[src/rtl/table_quadratic_float_function_unit_assert.svh]
// Assertion macros for the function unit RTL, used by tqf_queue.
// Each expects signals clk and rst_n in the including module's scope.
`ifndef TABLE_QUADRATIC_FLOAT_FUNCTION_UNIT_ASSERT_SVH
`define TABLE_QUADRATIC_FLOAT_FUNCTION_UNIT_ASSERT_SVH

// Same-cycle implication, disabled during reset
`define TQF_ASSERT_NOW(lbl, ante, cons) \
  lbl: assert property (@(posedge clk) disable iff (!rst_n) (ante) |-> (cons)) \
    else $error("tqf check failed");

// Next-cycle implication, disabled during reset
`define TQF_ASSERT_NEXT(lbl, ante, cons) \
  lbl: assert property (@(posedge clk) disable iff (!rst_n) (ante) |=> (cons)) \
    else $error("tqf check failed");

`endif

[src/rtl/tqf_pkg.sv]
// Shared types and constants for the table quadratic float function unit.
// No dependencies.
package tqf_pkg;

  localparam int TABLE_ENTRIES = 128;
  localparam int IDX_W         = $clog2(TABLE_ENTRIES);
  localparam int OFF_W         = 17;
  localparam int QUEUE_DEPTH   = 4;

  localparam logic OP_EVAL = 1'b0;
  localparam logic OP_LOAD = 1'b1;

  localparam logic [1:0] ST_OK      = 2'd0;
  localparam logic [1:0] ST_BAD_ARG = 2'd1;
  localparam logic [1:0] ST_NOT_POS = 2'd2;

  localparam logic [2:0] REG_ARG_MIN   = 3'd0;
  localparam logic [2:0] REG_ARG_MAX   = 3'd1;
  localparam logic [2:0] REG_EXP_MIN   = 3'd2;
  localparam logic [2:0] REG_EXP_MAX   = 3'd3;
  localparam logic [2:0] REG_SMALL_RES = 3'd4;

  // Bounds used by the front classifier
  typedef struct packed {
    logic [30:0] arg_min;
    logic [30:0] arg_max;
    logic [7:0]  exp_min;
    logic [7:0]  exp_max;
  } cfg_t;

  // Classified transaction held in the queue
  typedef struct packed {
    logic             load;
    logic             reject;
    logic             small_hit;
    logic [IDX_W-1:0] idx;
    logic [OFF_W-1:0] off;
    logic [30:0]      c0;
    logic [27:0]      c1;
    logic [27:0]      c2;
  } item_t;

endpackage

[src/rtl/tqf_front.sv]
// Front end: checks the argument, aligns the mantissa, forms index and offset.
// Depends on tqf_pkg.
module tqf_front (
  input  tqf_pkg::cfg_t  cfg,
  input  logic           opcode,
  input  logic [31:0]    arg_bits,
  input  logic [6:0]     entry_index,
  input  logic [30:0]    coef_zero,
  input  logic [27:0]    coef_one,
  input  logic [27:0]    coef_two,
  output tqf_pkg::item_t item
);

  logic [7:0]  e;
  logic [30:0] mag;
  logic [7:0]  sh;
  logic [23:0] mant;
  logic [23:0] m;
  logic        bad;

  assign e    = arg_bits[30:23];
  assign mag  = arg_bits[30:0];
  assign mant = {1'b1, arg_bits[22:0]};
  assign sh   = 8'd126 - e;

  // Range and class checks
  assign bad = arg_bits[31] || (e == 8'd0) || (e == 8'hFF) ||
               (cfg.arg_min > 31'h7F800000) || (cfg.arg_max > 31'h7F800000) ||
               (mag < cfg.arg_min) || (mag > cfg.arg_max) ||
               (e < cfg.exp_min) || (e > cfg.exp_max) || (e > 8'd127);

  // Alignment; only bits 23..0 of the aligned value matter
  always_comb begin
    if (e == 8'd127) begin
      m = {arg_bits[22:0], 1'b0};
    end else if (sh > 8'd23) begin
      m = '0;
    end else begin
      m = mant >> sh[4:0];
    end
  end

  always_comb begin
    item.load      = (opcode == tqf_pkg::OP_LOAD);
    item.reject    = bad;
    item.off       = m[16:0];
    item.small_hit = (m[23:0] == 24'd0);
    item.idx       = item.load ? entry_index : m[23:17];
    item.c0        = coef_zero;
    item.c1        = coef_one;
    item.c2        = coef_two;
  end

endmodule

[config.mk]
export PLATFORM = sky130hd
export DESIGN_NAME = tqf_front
export DESIGN_NICKNAME = d
export VERILOG_FILES = /design/src/rtl/table_quadratic_float_function_unit_assert.svh /design/src/rtl/tqf_pkg.sv /design/src/rtl/tqf_front.sv
export SDC_FILE = /design/constraint.sdc
export NUM_CORES = 1
export LEC_CHECK = 0
export BUFFER_PORTS_ARGS = -buffer_cell sky130_fd_sc_hd__buf_2
export CAP_MARGIN = 40
export CORE_AREA = 2 2 163 117
export DETAILED_ROUTE_END_ITERATION = 12
export DIE_AREA = 0 0 165 119
export SETUP_SLACK_MARGIN = 0.4
export SYNTH_ARGS = -nofsm -noshare
export SYNTH_HDL_FRONTEND = slang
export SYNTH_SLANG_ARGS = --single-unit
[constraint.sdc]
create_clock -name vclk -period 8.29
set_clock_uncertainty 0.05 [all_clocks]
set_input_delay 0.4145 -clock vclk [all_inputs]
set_output_delay 0.4145 -clock vclk [all_outputs]
set_load 0.01 [all_outputs]
**Word level (Yosys, flattened, before mapping)**

Cells that the tools add are included.

- Register bits after elaboration: 0
- Latch bits: 0
- RAM bits: 0
- Memory bits (read-only): 0
- Output and inout port bits: 114
- Word-level logic and storage cells: 26
- Memories kept: 0

- Add/subtract/negate cells: 1
- $mul: 0
- Divide/modulo/power cells: 0
- Magnitude comparators: 8
- Eq/ne operators: 2
- Shifts and indexed selects: 1
- Mux-type cells: 3
- Bitwise gates (word level): 0
- Reduce and logical (&&, ||, !) cells: 11

Operators by type and width:

| cell | count |
|---|---|
| greater-than comparator 31 bit (second input constant) | 2 |
| two-way mux 24 bit | 2 |
| greater-than comparator 31 bit | 1 |
| < comparator 31 bit | 1 |
| zero test 24 bit | 1 |
| >> shifter 24 x 5 -> 24 bit | 1 |
| logical OR 1 bit | 9 |
| equality test 8 x 7 -> 1 bit (second input constant) | 1 |
| equality test 8 bit (second input constant) | 1 |
| greater-than comparator 8 x 5 -> 1 bit (second input constant) | 1 |
| greater-than comparator 8 x 7 -> 1 bit (second input constant) | 1 |
| greater-than comparator 8 bit | 1 |
| zero test 8 bit | 1 |
| < comparator 8 bit | 1 |
| subtractor 7 x 8 -> 8 bit (first input constant) | 1 |
| two-way mux 7 bit | 1 |

**Longest topological paths before layout**

- Depth in word-level cells: 10
- Gate-level depth with buffers: 14

**Least setup slack after synthesis**

OpenSTA, ideal clock, no wires.

- Path type: input to output
- Start: in arg_bits[23]
- End: out item[111] (netlist bit)
- Arrival: 3.996 ns
- Data required time: 7.826 ns
- Setup slack: 3.829 ns
- Cell stages on the path: 13
- Path buffers: 4
- Path through: buf_1 -> clkbuf_1 -> inv_1 -> ha_1 -> buf_6 -> buf_1 -> mux4_2 -> mux2_2 -> mux2i_1 -> o21ai_0 -> a2111oi_0 -> nand4_1 -> nor4_2

RTL lines:

| item | line | RTL |
|---|---|---|
| start: declaration | tqf_front.sv:6 | `input logic [31:0] arg_bits,` |
| end: declaration | tqf_front.sv:11 | `output tqf_pkg::item_t item` |

==> impl_metrics.json <==
{
  "ctsResizeCount": 0,
  "dieHeight_um": 119,
  "crit_path_max_fanout": 36,
  "critical_path_required_ps": 7830,
  "dp_hpwl_mm": 13.6,
  "grt_max_degree": 37,
  "setup_violations": 0,
  "worstSetupPathType": "in2out",
  "fin_crit_ps": 4890,
  "hold_ws_ps": 779,
  "io_pins": 319,
  "gp_congestion": 0.902,
  "drt.antenna.violating_nets": 0,
  "coreArea_um2": 18300,
  "maxCapViolCount": 0,
  "slowest_stage": "mux4_2",
  "rows": 42,
  "tightest_slew_ps": 775,
  "dr.first_iter.drc_count": 328,
  "worstSetupStartpointType": "input port",
  "yosysSeqAreaShare_pct": 0,
  "synth.area.top_cells": "ha_1 (22%), buf_4 (15%), mux4_2 (7.6%), inv_1 (6.7%), mux2i_1 (4.5%)",
  "finalSetupTns_ps": 0,
  "syn_avg_cell_area_um2": 7.47,
  "fmax_mhz": 204,
  "slowest_delay_ps": 610,
  "status": "completed",
  "crit_chain": "buf_2, inv_1, ha_1, buf_4, mux4_2, nand2b_1, mux4_2, or2_0, a32o_1, or3_1, nor4_2, buf_2",
  "timing.slew.headroom_pct": 48.3,
  "wl_per_cell_um": 18.7,
  "end_kind": "output pin",
  "post-route-period-util_pct": 59.0,
  "antenna_found_initial": 3,
  "synth_nets": 884,
  "drive_gt1_share_pct": 27.3,
  "synth_cell_types": 53,
  "seq_cell_count": 0,
  "overflow": 0,
  "yosys.area.top_type": "ha_1",
  "hold_class": "in2out",
  "num_vias": 4570,
  "synth_cells": 599,
  "cts_hold_buf": 0,
  "drc": 0,
  "power_per_cell_area_nw_per_um2": 56.3,
  "clkbuf_count": 0,
  "grt_pass1_wl_mm": 25.0,
  "synth_area_um2": 4470,
  "initial_core_util_pct": 24.4,
  "slew_violations": 0,
  "synth_most_common_cell": "buf_4",
  "synth_top_area_share_pct": 22.4,
  "dr.pass1.iters": 5,
  "totalWireLength_mm": 16.6,
  "netlist_top_cells_count": "buf_4 (89), ha_1 (80), inv_1 (80)",
  "port_buffers": 145,
  "register_area_um2": 0,
  "area_growth_pct": 8.05,
  "nets": 932,
  "die_x_um": 165,
  "p_leak_nw": 2.56,
  "vdd_drop_max_uv": 24.4,
  "grt_pass1_vias": 4404,
  "dieArea_um2": 19600,
  "critPathArrivalTime_ps": 4430,
  "yosysWarningCount": 0,
  "rsz0062_at_grt": "no",
  "vias_per_cell": 5.15,
  "hold_viol_final": 0,
  "cts_setup_buffers": 0,
  "multiInputGateArea_um2": 3430,
  "num-fill-cells": 2018,
  "grt_usage_pct": 16.5
}
==> report_power, final <==
| group | internal (mW) | switching, mW | total (mW) |
|---|---|---|---|
| Combinational | 0.119 | 0.154 | 0.272 |
| Sequential | 0 | 0 | 0 |
| Clock | 0.0000000161 | 0 | 0.0000000161 |
| Total | 0.119 | 0.154 | 0.272 |
==> stage by stage <==
stage               utilization [%]  total power [mW]  cell area, um^2  std cells  setup WS, ps
detailed placement             26.3             0.268             4820        886          3390
global route                   26.4             0.303             4830        888          3160
floorplan                         -             0.210             4470        599          3830
global placement               26.2             0.267             4800        884          3370
CTS                            26.3             0.270             4820        886          3380
finish                         26.4             0.272             4830        888          3400
==> cell usage in the layout, fill, tap and decap left out, types with 6 or more instances in the layout <==
| cell | netlist | final |
|---|---|---|
| a211oi_1 | 6 | 6 |
| nor2_1 | 28 | 28 |
| o21a_1 | 9 | 9 |
| nand3_1 | 9 | 9 |
| nor4_1 | 13 | 13 |
| buf_2 | 4 | 146 |
| o21ai_0 | 34 | 34 |
| inv_1 | 80 | 80 |
| a21oi_1 | 32 | 32 |
| a22oi_1 | 6 | 6 |
| mux2i_1 | 20 | 20 |
| mux2_2 | 6 | 6 |
| nand4_1 | 23 | 23 |
| nor3_1 | 14 | 13 |
| a2111oi_0 | 7 | 7 |
| mux4_2 | 15 | 15 |
| nand2_1 | 26 | 26 |
| nor2b_1 | 6 | 6 |
| a21o_1 | 20 | 20 |
| ha_1 | 80 | 80 |
==> layer usage <==
metal | wire (um) | vias to the layer above | GRT usage, %
li1 | - | 2205 | -
met1 | 7840 | 2082 | 24.2
met2 | 6780 | 260 | 24.7
met3 | 1720 | 21 | 4.39
met4 | 237 | 2 | 1.79
met5 | 7 | - | 0
==> logic make-up (layout without fill, tap and decap cells) <==
| group | count (synthesis) | in the layout | share of synthesized area (%) |
|---|---|---|---|
| muxes | 45 | 45 | 15.9 |
| and+or+nand+nor | 140 | 140 | 16.4 |
| other | 0 | 1 | 0 |
| xor gates and xnor gates | 6 | 6 | 1.34 |
| adders and majority gates | 80 | 80 | 22.4 |
| buffers and inverters | 188 | 234 | 23.5 |
| AOI/OAI and AO/OA | 140 | 140 | 20.5 |
==> area by class of cell <==
type,count,area share (%)
Timing Repair Buffer,152,16.3
Multi-Input combinational cell,411,71.0
Tap cell,242,6.26
Inverter,82,6.37
Antenna cell,1,0.0518
==> worst max-delay path: cells and delay by family <==
kind | cells | cell delay (ps)
adders and majority gates | 1 | 340
muxes | 2 | 1050
AOI/OAI and AO/OA | 1 | 270
buffers and inverters | 4 | 1360
and+or+nand+nor | 4 | 970
==> path summary, 6_finish.rpt <==
kind,from,end,cells past startpoint
worst max-delay path,arg_bits[23],item[111],12
worst min-delay path,coef_two[22],item[22],0
No activity file was read; power rests on OpenSTA's default activity.
