## config.mk

```make
export PLATFORM = sky130hd
export DESIGN_NAME = tqf_queue
export DESIGN_NICKNAME = d
export VERILOG_FILES = /design/src/rtl/tqf_pkg.sv /design/src/rtl/tqf_queue.sv
export VERILOG_INCLUDE_DIRS = /design/src /design/src/rtl
export SDC_FILE = /design/constraint.sdc
export NUM_CORES = 1
export LEC_CHECK = 0
export BUFFER_PORTS_ARGS = -buffer_cell sky130_fd_sc_hd__clkbuf_2
export CORE_MARGIN = 4
export CORE_UTILIZATION = 40
export DETAILED_ROUTE_END_ITERATION = 8
export GPL_TIMING_DRIVEN = 0
export PLACE_DENSITY_LB_ADDON = 0.2
export SLEW_MARGIN = 0
export SYNTH_ARGS = -nofsm -noshare
export SYNTH_HDL_FRONTEND = slang
export SYNTH_SLANG_ARGS = --single-unit
```

## constraint.sdc

```tcl
create_clock -name clk -period 4.5 [get_ports clk]
set_input_delay 0 -clock clk [delete_from_list [all_inputs] [get_ports clk]]
set_output_delay 0 -clock clk [all_outputs]
set_load 0.02 [all_outputs]
```

## src/rtl/table_quadratic_float_function_unit_assert.svh

```systemverilog
// Assertion macros for the function unit RTL, used by tqf_queue.
// Each expects signals clk and rst_n in the including module's scope.
`ifndef TABLE_QUADRATIC_FLOAT_FUNCTION_UNIT_ASSERT_SVH
`define TABLE_QUADRATIC_FLOAT_FUNCTION_UNIT_ASSERT_SVH

// Same-cycle implication, disabled during reset
`define TQF_ASSERT_NOW(lbl, ante, cons) \
  lbl: assert property (@(posedge clk) disable iff (!rst_n) (ante) |-> (cons)) \
    else $error("tqf check failed");

// Next-cycle implication, disabled during reset
`define TQF_ASSERT_NEXT(lbl, ante, cons) \
  lbl: assert property (@(posedge clk) disable iff (!rst_n) (ante) |=> (cons)) \
    else $error("tqf check failed");

`endif

```

## src/rtl/tqf_pkg.sv

```systemverilog
// Shared types and constants for the table quadratic float function unit.
// No dependencies.
package tqf_pkg;

  localparam int TABLE_ENTRIES = 128;
  localparam int IDX_W         = $clog2(TABLE_ENTRIES);
  localparam int OFF_W         = 17;
  localparam int QUEUE_DEPTH   = 4;

  localparam logic OP_EVAL = 1'b0;
  localparam logic OP_LOAD = 1'b1;

  localparam logic [1:0] ST_OK      = 2'd0;
  localparam logic [1:0] ST_BAD_ARG = 2'd1;
  localparam logic [1:0] ST_NOT_POS = 2'd2;

  localparam logic [2:0] REG_ARG_MIN   = 3'd0;
  localparam logic [2:0] REG_ARG_MAX   = 3'd1;
  localparam logic [2:0] REG_EXP_MIN   = 3'd2;
  localparam logic [2:0] REG_EXP_MAX   = 3'd3;
  localparam logic [2:0] REG_SMALL_RES = 3'd4;

  // Bounds used by the front classifier
  typedef struct packed {
    logic [30:0] arg_min;
    logic [30:0] arg_max;
    logic [7:0]  exp_min;
    logic [7:0]  exp_max;
  } cfg_t;

  // Classified transaction held in the queue
  typedef struct packed {
    logic             load;
    logic             reject;
    logic             small_hit;
    logic [IDX_W-1:0] idx;
    logic [OFF_W-1:0] off;
    logic [30:0]      c0;
    logic [27:0]      c1;
    logic [27:0]      c2;
  } item_t;

endpackage

```

## src/rtl/tqf_queue.sv

```systemverilog
// Small FIFO between the front and back ends.
// Depends on tqf_pkg and the assertion macro header.
`include "table_quadratic_float_function_unit_assert.svh"
module tqf_queue #(
  parameter int DEPTH = tqf_pkg::QUEUE_DEPTH
) (
  input  logic           clk,
  input  logic           rst_n,
  input  logic           push,
  input  tqf_pkg::item_t wr_item,
  output logic           full,
  input  logic           pop,
  output logic           empty,
  output tqf_pkg::item_t rd_item
);

  localparam int PW = (DEPTH > 1) ? $clog2(DEPTH) : 1;
  localparam int CW = $clog2(DEPTH + 1);

  tqf_pkg::item_t mem_r [DEPTH];
  logic [PW-1:0] wp_r, wp_nxt, rp_r, rp_nxt;
  logic [CW-1:0] count_r, count_nxt;

  assign full    = (count_r == CW'(DEPTH));
  assign empty   = (count_r == '0);
  assign rd_item = mem_r[rp_r];

  // Pointer and count update
  always_comb begin
    wp_nxt    = wp_r;
    rp_nxt    = rp_r;
    count_nxt = count_r;
    if (push) begin
      wp_nxt = (wp_r == PW'(DEPTH - 1)) ? '0 : wp_r + 1'b1;
    end
    if (pop) begin
      rp_nxt = (rp_r == PW'(DEPTH - 1)) ? '0 : rp_r + 1'b1;
    end
    if (push && !pop) begin
      count_nxt = count_r + 1'b1;
    end else if (pop && !push) begin
      count_nxt = count_r - 1'b1;
    end
  end

  always_ff @(posedge clk) begin
    if (!rst_n) begin
      wp_r    <= '0;
      rp_r    <= '0;
      count_r <= '0;
    end else begin
      wp_r    <= wp_nxt;
      rp_r    <= rp_nxt;
      count_r <= count_nxt;
    end
  end

  always_ff @(posedge clk) begin
    if (push) begin
      mem_r[wp_r] <= wr_item;
    end
  end

  `TQF_ASSERT_NOW(a_count_bound, 1'b1, count_r <= CW'(DEPTH))
  `TQF_ASSERT_NOW(a_no_pop_empty, pop, !empty)
  `TQF_ASSERT_NEXT(a_count_up, push && !pop, count_r == $past(count_r) + 1'b1)

endmodule

```

Word-level counts from Yosys, hierarchy flattened --
Memories as Yosys holds them, arrays and structs flattened. A register that Yosys moved wholly into a read port is not among the register bits. Cells that the tools add are included.
Word-level totals: register bits 7, bits in latches 0, memory bits (writable) 456, bits in read-only memories 0, input port bits 118, memories kept 1
Memories:
- mem_r | words 4, bits a word 114, read ports 1, clocked after memory_dff 1, write ports 1, line tqf_queue.sv:20 | tqf_pkg::item_t mem_r [DEPTH];
Operators by class: add/sub/neg operators 4, multipliers 0, divide/modulo/power cells 0, $lt $le $gt $ge 0, equality and inequality tests 3, shift operators 0, multiplexer cells 8, bitwise gates (word level) 0, reduce and logical (&&, ||, !) cells 6
Operator list (number):
- 2-bit 2-to-1 mux | 4
- 3-bit 2-to-1 mux | 2
- 2-bit by 1-bit adder with 2-bit output, second input constant | 2
- 2-bit equality test, second input constant | 2
- 3-bit by 1-bit adder with 3-bit output, second input constant | 1
- 3-bit equality test, second input constant | 1
- 3-bit logical NOT | 1
- 3-bit by 1-bit subtractor with 3-bit output, second input constant | 1
- 1-bit logical AND | 2
- 1-bit logical NOT | 2
- 1-bit 2-to-1 mux | 2
- 2-bit nonzero test | 1

Logic depth before layout (Yosys ltp) --
Gate-level depths: netlist (run 1).
depth after elaboration 4, gate-level depth with buffers 7, depth with buffers taken out 7

Least setup slack after synthesis (run 1) --
No wires, ideal clock.
path kind reg2reg, start reg wp_r[0], end mem mem_r[3][0] (netlist name) (enable), setup time 0.486 ns, arrival 3.169 ns, required time 4.014 ns, setup slack 0.846 ns, stages on the path, launching flop included 3, period minus slack after synthesis 3.654 ns, cells stage by stage dfxtp_1 ha_1 and2_1
RTL lines:
- from (decl) | line tqf_queue.sv:21 | logic [PW-1:0] wp_r, wp_nxt, rp_r, rp_nxt;
- from (signal assigned) | line tqf_queue.sv:52 | wp_r <= wp_nxt;
- to (decl) | line tqf_queue.sv:20
Straight into the memory's write port.

==> results by group, run 1 <==
Finish
  • Share of post-route cells with drive strength above 1: between 40 and 50%
  • Nets: 1174
  • Register area: ~14000 um2
  • Area growth syn-to-layout: 27.4%
  • Multi-input logic area: 2840 um2
  • Final Util: about half
  • Most frequent cells in the layout: 456 x edfxtp_1, 233 x clkbuf_2, 118 x dlygate4sd3_1
  • Number of fill cells: 3354
  • Most common cell after layout, fill and taps aside: edfxtp_1

Pwr
  • Sw frac: between 20% and 30%
  • Part of the power in registers: 52.1%
  • Power per standard cell area: around 450 nW/um2
  • Clock Power Share: a little under two fifths
  • VDD IR-drop max: around 0.00032 V
  • Logic pwr share: between 10% and 20%
  • NetSw: 2150 uW
  • Leak: between 0.007 and 0.008 uW
  • Int Power: between 7000 and 8000 uW

Timing
  • Max Slew Vio Count: 0
  • Relative slew slack: a little under 50%
  • WHS: 0.190 ns
  • Max Freq: approximately 420 MHz
  • Crit share post-route: between 50% and 60%
  • RSZ-0062 raised after global routing: false
  • Post-layout min period: 2.39 ns
  • Number of setup violations in the final report: 0
  • Final hold vios: 0
  • Worst-margin pin slew: 0.755 ns
  • Clk_skew: 0.0166 ns

Yosys
  • Mapped Area: roughly 17000 um2
  • Simple-gate area share of the yosys netlist: 0.532%
  • Syn avg cell area: between 20 and 30 um2
  • Yosys reg bits: 465
  • Sequential fraction of the synthesis area: slightly above 80%
  • Synth unique cells: 22
  • Mux share of post-synthesis cell area: 15.4%
  • Syn_nets: roughly 770
  • Synth Area in Compound Gates: less than 1%
  • Cells after synthesis: 640
  • Largest family of logic cells by synthesized area: multiplexers
  • Synth Area in Adders: less than 1%
  • XOR/XNOR Fraction of Synth Area: less than 1%
  • Yosys Warn Count: 0

Clock tree
  • TritonCTS clock tree: yes
  • CTS clk-pin slew, worst paths: around 0.060 ns
  • CTS H-tree lvls: 2
  • Clock Sinks: between 400 and 500
  • Post-CTS resize count: 0
  • Clock insertion delay at the later pin of the skew report: approximately 0.57 ns
  • Hold buffers post-CTS: ~120
  • Clk buf depth: 3
  • TritonCTS buffer count: 48
  • Root buffer cell: clkbuf_16
  • Postcts setup bufs: 0

Floorplanning
  • Full die area: 45700 um2
  • DIE WIDTH: between 200 and 250 um
  • # rows: 75
  • Number of I/O pins: between 200 and 250
  • Starting Density: 40.4%
  • Core Box Area: approximately 42000 um2
  • Die Ht: roughly 210 um

Worst setup path
  • Crit path kind: flop to primary output
  • FF-to-FF path depth: 4
  • Critical path's largest stage delay: between 0.3 and 0.4 ns
  • Crit. End Element: primary output
  • R2R Path Start: wp_r[0]
  • Worst path slowest cell: buf_2
  • CP cell instances: buf_2, buf_2, buf_2, mux4_2, clkbuf_2
  • Crit-path max FO: 10
  • CP Launch Type: flop
  • Largest delay share family, worst path: buffers and inverters
  • R2r setup slk: approximately 2.6 ns
  • Worst path bufs/invs: 4
  • Cell mode on critical path: buf_2
  • Crit. path cell count: 5
  • CP Capture Point: rd_item[62]
  • CP arrival: about 2.4 ns
  • Critical Path RT: about 4.5 ns
  • Reg2reg end: mem_r[0][45]

Placed design
  • DP HPWL: slightly above 20 mm
  • # port buffers: ~230
  • Routability cong.: approximately 0.71

Drt
  • # DRC: 0
  • Pre-Repair DR Iteration Count: 4
  • Initial DRC count: approximately 540
  • Vias: slightly below 8000
  • Wire length per cell: approximately 20 um
  • Routed WL: between 30 and 40 mm
  • Via/cell ratio: slightly below 5
  • Antenna-violating nets left: 0

Global routing
  • Vias in the first global route: 8778
  • Initial antenna violation count: 2
  • Global-route wire length before repair: ~51 mm
  • Gr usage total: about 15%
  • Largest net degree at the start of global routing: 55
  • GRT overflow: 0

Run
  • Max Cap Viol: 0

Worst hold path
  • Worst Hold Depth: 2
  • Worst hold path type: primary input to flop

Outcome
  • Status: finished clean
==> worst min-delay path by stage <==
stage	from	endpoint
floorplan	wr_item[0]	mem_r[0][0]
global placement	wr_item[0]	mem_r[1][0]
detailed placement	wr_item[17]	mem_r[0][17]
CTS	wr_item[79]	mem_r[2][79]
global route	wr_item[77]	mem_r[3][77]
finish	wr_item[7]	mem_r[3][7]
==> cell type report <==
class / instances / share of cell area (%)
inverters: 4 / 0.0696
diodes: 1 / 0.0116
repair buffers: 359 / 11.9
well taps: 539 / 3.13
plain buffers: 26 / 0.928
clock buffers: 62 / 5.91
multi-input cells: 145 / 13.2
clock inverters: 19 / 0.563
flip-flops and latches: 465 / 64.3
==> through the flow <==
| step | power, uW | setup TNS [ns] | cells | worst slack [ns] | cell area, um2 |
|---|---|---|---|---|---|
| finish | 9600 | 0 | 1620 | 2.11 | 21600 |
| global route | 10000 | 0 | 1619 | 1.97 | 21600 |
| CTS | 9760 | 0 | 1619 | 2.03 | 21600 |
| detailed placement | 6070 | 0 | 1420 | 2.56 | 19000 |
| global placement | 6070 | -671.35 | 1412 | -1.54 | 18800 |
| floorplan | 5690 | 0 | 640 | 0.846 | 16900 |
==> cell usage after synthesis (all sizes together) <==
library cell / count / area (um2)
xnor2: 1 / 8.76
buf: 21 / 181
dfxtp: 9 / 180
mux4: 114 / 2570
ha: 6 / 75.1
nor2b: 5 / 31.3
nor3b: 1 / 7.51
or3: 1 / 6.26
mux2i: 4 / 40.0
edfxtp: 456 / 13700
nor3: 2 / 10.0
xor2: 1 / 8.76
fa: 1 / 20.0
a21boi: 1 / 7.51
nor2: 1 / 3.75
clkbuf: 5 / 18.8
o21ai: 1 / 5.00
inv: 4 / 15.0
and2: 5 / 31.3
o21a: 1 / 7.51
==> kinds of logic after synthesis <==
kind of cell,count (synthesis)
AOI/OAI and AO/OA,3
buffers and inverters,30
DFF,465
muxes,118
xor gates and xnor gates,2
and+or+nand+nor,15
adders and majority gates,7
==> state kept, by name (all words and copies together) (netlist names), named ones only <==
name     flops
count_r      3
wp_r         2
mem_r      456
rp_r         2
==> power groups by stage <==
stage / clock network, uW / logic, uW / registers, uW
final: 3560 / 1030 / 5010
after global routing: 3870 / 1110 / 5020
after CTS: 3700 / 1060 / 5010
after detailed placement: 0 / 970 / 5100
after global placement: 0 / 935 / 5130
after floorplan: 0 / 582 / 5100
==> routing by layer <==
metal	track usage [%]	vias up	part of all wire [%]
li1	-	3592	-
met1	19.5	4109	42
met2	23.9	193	49
met3	4.35	53	6.6
met4	4.79	2	2.3
met5	0	-	0.039
(Power assumes the default switching activity.)
==> inputs of run 2 (changes only) <==
- clock period: 4.5 -> 2.3 ns (I/O delays scaled with it)
==> run 2 against run 1 <==
Core utilization rose by 0.20 points; clock skew fell by 0.0090 ns; cell count did not move; total power rose by 99%; final area rose by 0.38%; via count fell by 0.10%; clock power rose by 110%; sequential power rose by 95%; setup slack got worse by 2.0 ns; global-route usage fell by 0.085 points; die area did not move; largest cell class unchanged; largest power group unchanged.
==> results by group, run 2 (synthesis results as in run 1) <==
Clock tree
  • Clk buf depth: 3 (unchanged)
  • TritonCTS clock tree: yes (unchanged)
  • CTS H-tree lvls: 2 (unchanged)
  • Root buffer cell: clkbuf_16 (unchanged)
  • Clock Sinks: 465 (unchanged)
  • CTS clk-pin slew, worst paths: 0.06 ns (about the same)
  • TritonCTS buffer count: 49 (was 48)
  • Clock insertion delay at the later pin of the skew report: 0.56 ns (was 0.57 ns)
  • Postcts setup bufs: 0 (unchanged)

Worst hold path
  • Hold Path Sink: mem_r[2][44] (was mem_r[3][7])
  • Hold Crit Start: wr_item[44] (was wr_item[7])
  • Worst hold path type: primary input to flop (unchanged)
  • Worst Hold Depth: 2 (unchanged)

Global routing
  • Gr usage total: 14.7% (was 14.8%)
  • Vias in the first global route: 8662 (was 8778)
  • Largest net degree at the start of global routing: 55 (unchanged)
  • GRT overflow: 0 (unchanged)
  • Global-route wire length before repair: 50.9 mm (was 51.0 mm)
  • Initial antenna violation count: 2 (unchanged)

Drt
  • Vias: 7941 (was 7949)
  • Antenna-violating nets left: 0 (unchanged)
  • DR WL met3: 2.38 mm (was 2.20 mm)
  • Top Layer Used: met5 (unchanged)
  • WL met1: 14.1 mm (about the same)
  • Routed WL: 33.5 mm (was 33.3 mm)
  • Wire length per cell: 20.7 um (was 20.5 um)
  • Via/cell ratio: 4.90 (was 4.91)
  • Initial DRC count: 421 (was 537)
  • Met2 Wirelength: 16.3 mm (was 16.2 mm)
  • # DRC: 0 (unchanged)
  • Pre-Repair DR Iteration Count: 4 (unchanged)

Worst setup path
  • CP Launch Type: flop (unchanged)
  • R2r setup slk: 0.53 ns (was 2.58 ns)
  • Crit-path max FO: 10 (unchanged)
  • FF-to-FF path depth: 4 (unchanged)
  • Crit path kind: flop to primary output (unchanged)
  • R2R Path Start: wp_r[0] (unchanged)
  • Reg2reg end: mem_r[0][88] (was mem_r[0][45])
  • CP arrival: 2.15 ns (was 2.39 ns)
  • Crit. End Element: primary output (unchanged)
  • Critical Path RT: 2.30 ns (was 4.50 ns)

Finish
  • Number of fill cells: 3323 (was 3354)
  • Design Area, Final: 21600 um2 (about the same)
  • Max FFs per register: 456 (unchanged)
  • Area growth syn-to-layout: 27.9% (was 27.4%)
  • Biggest regs: mem_r x456, count_r x3 (unchanged)
  • Share of post-route cells with drive strength above 1: 41.1% (was 40.6%)
  • Final Util: 51.7% (was 51.5%)
  • Most common cell after layout, fill and taps aside: edfxtp_1 (unchanged)
  • Most frequent cells in the layout: 456 x edfxtp_1, 236 x clkbuf_2, 117 x dlygate4sd3_1 (was 456 x edfxtp_1, 233 x clkbuf_2, 118 x dlygate4sd3_1)
  • Register with the most flip-flops: mem_r (unchanged)
  • Nets: 1174 (unchanged)

Placed design
  • # port buffers: 233 (unchanged)
  • Routability cong.: 0.674 (was 0.712)
  • Placed inst area: 19000 um2 (unchanged)
  • DP HPWL: 20.2 mm (about the same)

Run
  • Max Cap Viol: 0 (unchanged)

Timing
  • Relative slew slack: 57.8% (was 49.6%)
  • Number of setup violations in the final report: 0 (unchanged)
  • Worst-margin pin slew: 0.633 ns (was 0.755 ns)
  • Post-layout min period: around 2.1 ns
  • Clk_skew: 0.00759 ns (was 0.0166 ns)
  • Final hold vios: 0 (unchanged)
  • Max Slew Vio Count: 0 (unchanged)
  • TNS Setup: 0 ns (unchanged)
  • Max Freq: 466 MHz
  • RSZ-0062 raised after global routing: false (unchanged)
  • Crit share post-route: 93.4%

Pwr
  • VDD IR-drop max: 0.000633 V (was 0.000321 V)
  • PnR Total Power: 19100 uW (was 9600 uW)
  • Power per standard cell area: 884 nW/um2 (was 445 nW/um2)
  • Leak: 0.00742 uW (was 0.00738 uW)

Floorplanning
  • DIE WIDTH: 214 um (unchanged)
  • Number of I/O pins: 234 (unchanged)
  • Core Box Area: 41900 um2 (unchanged)
  • Starting Density: 40.4% (unchanged)
  • Full die area: 45700 um2 (unchanged)
  • # rows: 75 (unchanged)
  • Die Ht: 214 um (unchanged)

Outcome
  • Status: finished clean (unchanged)
run 2: cell count changes in the layout (fill, tap and decap cells not counted), sizes merged:
cell,before,now
clkinvlp,1,2
dlygate4sd3,118,117
bufinv,1,4
buf,29,26
inv,7,4
clkinv,14,15
clkbuf,300,302
run 2: where the power goes:
| group | total (uW) | switching, uW | internal, uW |
|---|---|---|---|
| clock network | 7320 | 2990 | 4320 |
| logic | 2020 | 1150 | 872 |
| registers | 9790 | 80.1 | 9710 |
| total | 19100 | 4220 | 14900 |
run 2: final cells by class:
cell class / instances / area [um2] / area share, %
Buffer: 26 / 219 / 1.01
Inverter: 4 / 15.0 / 0.0694
Antenna cell: 1 / 2.50 / 0.0116
Timing Repair Buffer: 358 / 2550 / 11.8
Clock inverter: 21 / 199 / 0.919
Tap cell: 539 / 674 / 3.12
Multi-Input combinational cell: 145 / 2840 / 13.1
Clock buffer: 61 / 1270 / 5.87
Sequential cell: 465 / 13900 / 64.1
run 2: per-layer routing:
| layer | vias to the layer above | track usage [%] |
|---|---|---|
| li1 | 3588 | - |
| met5 | - | 0 |
| met4 | 2 | 4.41 |
| met3 | 48 | 4.23 |
| met1 | 4090 | 19.1 |
| met2 | 213 | 24.3 |
run 2: critical path, stage by stage (launching register included):
cell	delay, ns
dfxtp_1	0.30
buf_2	0.17
buf_4	0.25
buf_2	0.33
mux4_2	0.35
clkbuf_2	0.18
run 2: how the worst max path moves through the flow:
stage               slack (ns)  startpoint            to
finish                    0.15        flop   rd_item[77]
global placement         -0.23     wp_r[0]  mem_r[3][85]
floorplan                 0.49     wp_r[0]   mem_r[3][0]
CTS                       0.03        flop   rd_item[13]
detailed placement        0.50     wp_r[0]  mem_r[0][85]
global route             0.008        flop   rd_item[22]
run 2: metrics by stage:
stage                     cells  hold slack [ns]  worst slack (ns)
after floorplan             640           0.0989             0.491
after global placement     1412            0.218            -0.227
after detailed placement   1420            0.220             0.504
after CTS                  1619            0.159            0.0272
after global routing       1620            0.190           0.00769
final                      1620            0.207             0.153
run 2: what timing repair did:
item                       in CTS  in global routing
hold buffers                  117                  0
gates resized for setup         4                  7
setup endpoints to repair      70                 16
hold endpoints to repair      465                  0
==> inputs of run 3 (changes only) <==
- ABC_AREA: not set -> 1
- CELL_PAD_IN_SITES_DETAIL_PLACEMENT: not set -> 0
- CELL_PAD_IN_SITES_GLOBAL_PLACEMENT: not set -> 1
==> run 3 against run 2 <==
Clock power is essentially flat; sequential share of layout area shrank 2.0 points; cell count grew 36%; count of clock-buffer cells in the layout grew 3; synthesized cell count grew 81%; area after synthesis grew 2.9%; flip-flop and latch count is the same; clock skew grew 0.0033 ns; first-iteration DRC count grew 66%; critical endpoint is now rd_item[9]; largest cell class unchanged.
==> results by group, run 3 <==
Outcome
  • Status: finished clean (unchanged)

Timing
  • Clk_skew: 0.0109 ns (was 0.00759 ns)
  • Final Worst Setup Slack: 0.137 ns (was 0.153 ns)
  • Worst-margin pin slew: 0.979 ns (was 0.633 ns)
  • RSZ-0062 raised after global routing: true (was false)
  • Crit share post-route: 94.0% (was 93.4%)
  • Relative slew slack: 34.4% (was 57.8%)
  • Post-layout min period: 2.16 ns (was 2.15 ns)
  • Max Slew Vio Count: 0 (unchanged)
  • Final hold vios: 0 (unchanged)
  • Number of setup violations in the final report: 0 (unchanged)
  • Max Freq: 462 MHz (was 466 MHz)

Clock tree
  • CTS clk-pin slew, worst paths: 0.06 ns (about the same)
  • TritonCTS buffer count: 49 (unchanged)
  • Root buffer cell: clkbuf_16 (unchanged)
  • CTS H-tree lvls: 2 (unchanged)
  • Clk buf depth: 3 (unchanged)
  • TritonCTS clock tree: yes (unchanged)
  • Clock Sinks: 465 (unchanged)
  • Clock insertion delay at the later pin of the skew report: 0.58 ns (was 0.56 ns)

Yosys
  • Sequential fraction of the synthesis area: 79.7% (was 82.0%)
  • Yosys Warn Count: 0 (unchanged)
  • Most common cell in the netlist: edfxtp_1 (unchanged)
  • Simple-gate area share of the yosys netlist: 5.44% (was 0.532%)
  • Syn avg cell area: 15.0 um2 (was 26.4 um2)
  • Post-synth ARST share: 0% (unchanged)
  • XOR/XNOR Fraction of Synth Area: 0.0503% (was 0.104%)
  • Cells after synthesis: 1161 (was 640)
  • Post-synth top area share: 78.7% (was 80.9%)
  • Mux share of post-synthesis cell area: 0% (was 15.4%)
  • Synth cell count leaders: 456 x edfxtp_1, 236 x nor2_1, 117 x o21ai_1 (was 456 x edfxtp_1, 114 x mux4_2, 13 x buf_2)
  • Most used flip-flop cell after synthesis: edfxtp_1 (unchanged)
  • Synth Area in Adders: 0.546% (was 0.562%)
  • Post-synth top area cell: edfxtp_1 (unchanged)
  • Top cells by area, synth: edfxtp_1 79%, nor2_1 5.1%, o22ai_1 4.1% (was edfxtp_1 81%, mux4_2 15%, dfxtp_1 1.1%)
  • Mapped Area: 17400 um2 (was 16900 um2)
  • Largest family of logic cells by synthesized area: compound AO/OA/AOI/OAI gates (was multiplexers)
  • Synth Area in Compound Gates: 10.8% (was 0.118%)
  • Post-synth EDFFs: 456 (unchanged)
  • Syn_nets: 1286 (was 765)
  • Yosys reg bits: 465 (unchanged)
  • Synth unique cells: 23 (was 22)

Pwr
  • Part of the power in registers: 49.9% (was 51.2%)
  • VDD IR-drop max: 0.000631 V (was 0.000633 V)
  • PnR Total Power: 19600 uW (was 19100 uW)
  • Sw frac: 24.5% (was 22.1%)
  • Clock Power Share: 37.6% (was 38.3%)
  • Leak: 0.00798 uW (was 0.00742 uW)
  • Power per standard cell area: 877 nW/um2 (was 884 nW/um2)
  • Logic pwr share: 12.5% (was 10.6%)
  • NetSw: 4790 uW (was 4220 uW)
  • Int Power: 14800 uW (was 14900 uW)

Drt
  • Pre-Repair DR Iteration Count: 5 (was 4)
  • Via/cell ratio: 4.98 (was 4.90)
  • Antenna-violating nets left: 0 (unchanged)
  • # DRC: 0 (unchanged)
  • Initial DRC count: 698 (was 421)
  • Wire length per cell: 20.1 um (was 20.7 um)
  • Vias: 11000 (was 7941)
  • Routed WL: 44.2 mm (was 33.5 mm)

Floorplanning
  • Number of I/O pins: 234 (unchanged)
  • Die Ht: 217 um (was 214 um)
  • Starting Density: 40.4% (about the same)
  • DIE WIDTH: 217 um (was 214 um)
  • Core Box Area: 43100 um2 (was 41900 um2)
  • # rows: 76 (was 75)
  • Full die area: 46900 um2 (was 45700 um2)

Worst setup path
  • R2r setup slk: 0.25 ns (was 0.53 ns)
  • CP arrival: 2.16 ns (was 2.15 ns)
  • CP Launch Type: flop (unchanged)
  • Critical Path RT: 2.30 ns (about the same)
  • Crit-path max FO: 10 (unchanged)
  • Crit path kind: flop to primary output (unchanged)
  • Crit. End Element: primary output (unchanged)

Global routing
  • GRT overflow: 0 (unchanged)
  • Gr usage total: 18.6% (was 14.7%)
  • Initial antenna violation count: 2 (unchanged)
  • Global-route wire length before repair: 67.0 mm (was 50.9 mm)
  • Vias in the first global route: 11400 (was 8662)
  • Largest net degree at the start of global routing: 34 (was 55)

Placed design
  • Routability cong.: 0.707 (was 0.674)
  • # port buffers: 233 (unchanged)
  • Setup WS pre-CTS: -0.0959 ns (was 0.504 ns)
  • Placed inst area: 19600 um2 (was 19000 um2)
  • DP HPWL: 27.5 mm (was 20.2 mm)

Finish
  • Register with the most flip-flops: mem_r (unchanged)
  • Share of post-route cells with drive strength above 1: 24.9% (was 41.1%)
  • Nets: 1703 (was 1174)
  • Most common cell after layout, fill and taps aside: edfxtp_1 (unchanged)
  • Most frequent cells in the layout: 456 x edfxtp_1, 246 x clkbuf_2, 236 x nor2_1 (was 456 x edfxtp_1, 236 x clkbuf_2, 117 x dlygate4sd3_1)
  • Area growth syn-to-layout: 28.3% (was 27.9%)
  • Design Area, Final: 22300 um2 (was 21600 um2)
  • Number of fill cells: 3700 (was 3323)
  • Multi-input logic area: 2970 um2 (was 2840 um2)
  • Final Util: 51.8% (was 51.7%)
  • Register area: 13900 um2 (about the same)
  • Biggest regs: mem_r x456, count_r x3 (unchanged)
  • Max FFs per register: 456 (unchanged)

Run
  • Max Cap Viol: 0 (unchanged)

Worst hold path
  • Worst hold path type: primary input to flop (unchanged)
==> run 3: critical path, stage by stage, from the launching register on <==
cell      delay (ns)
dfxtp_1         0.38
buf_6           0.24
buf_6           0.22
buf_4           0.21
nor2_1          0.07
o22ai_1         0.25
clkbuf_2        0.23
==> run 3: cell type report <==
class / count / area share [%]
antenna: 2 / 0.0224
buffer: 74 / 2.48
clock buffer: 64 / 5.74
clock inverter: 26 / 0.919
inverter: 16 / 0.347
multi-input combinational: 606 / 13.3
sequential: 465 / 62.1
tap: 585 / 3.28
timing repair buffer: 364 / 11.7
timing repair inverter: 2 / 0.0448
==> run 3: metal layers <==
metal	track usage, %	share of wire, %	vias up
met3	3.76	5.7	69
li1	-	-	5252
met2	31.5	49	278
met4	5.85	2.3	2
met5	0	0.029	-
met1	24.5	43	5369
==> run 3: final timing paths <==
path,from,endpoint,cells past startpoint
max,flop,rd_item[9],6
min,wr_item[23],mem_r[1][23],2
max reg2reg,wp_r[1],mem_r[1][93],4
min reg2reg,wp_r[1],wp_r[1],2
==> run 3: per-stage QoR <==
step	hold slack, ns	setup TNS (ns)	cells
CTS	0.138	0	2201
global route	0.175	-0.000271	2202
finish	0.175	0	2204
floorplan	0.0989	-175.00	1161
global placement	0.216	-915.26	1979
detailed placement	0.219	-2.76	1993
==> run 3: what timing repair did <==
action	4_1_cts	5_1_grt
pin swaps	0	0
gates resized for setup	4	18
hold endpoints to repair	465	0
buffers inserted	0	0
cloned	1	1
endpoints found under the setup margin	78	44
hold buffers	117	0
==> run 3: power groups by stage <==
stage / sequential, uW / clock (uW) / combinational [uW]
floorplan: 9960 / 0 / 1300
global placement: 9990 / 0 / 2230
detailed placement: 9950 / 0 / 2310
CTS: 9770 / 7570 / 2480
global route: 9800 / 7900 / 2680
finish: 9770 / 7350 / 2450
==> run 3: cells by family after synthesis <==
group	Yosys count
and+or+nand+nor	250
adders and majority gates	7
DFF	465
buffers and inverters	90
AOI/OAI and AO/OA	348
xor gates and xnor gates	1
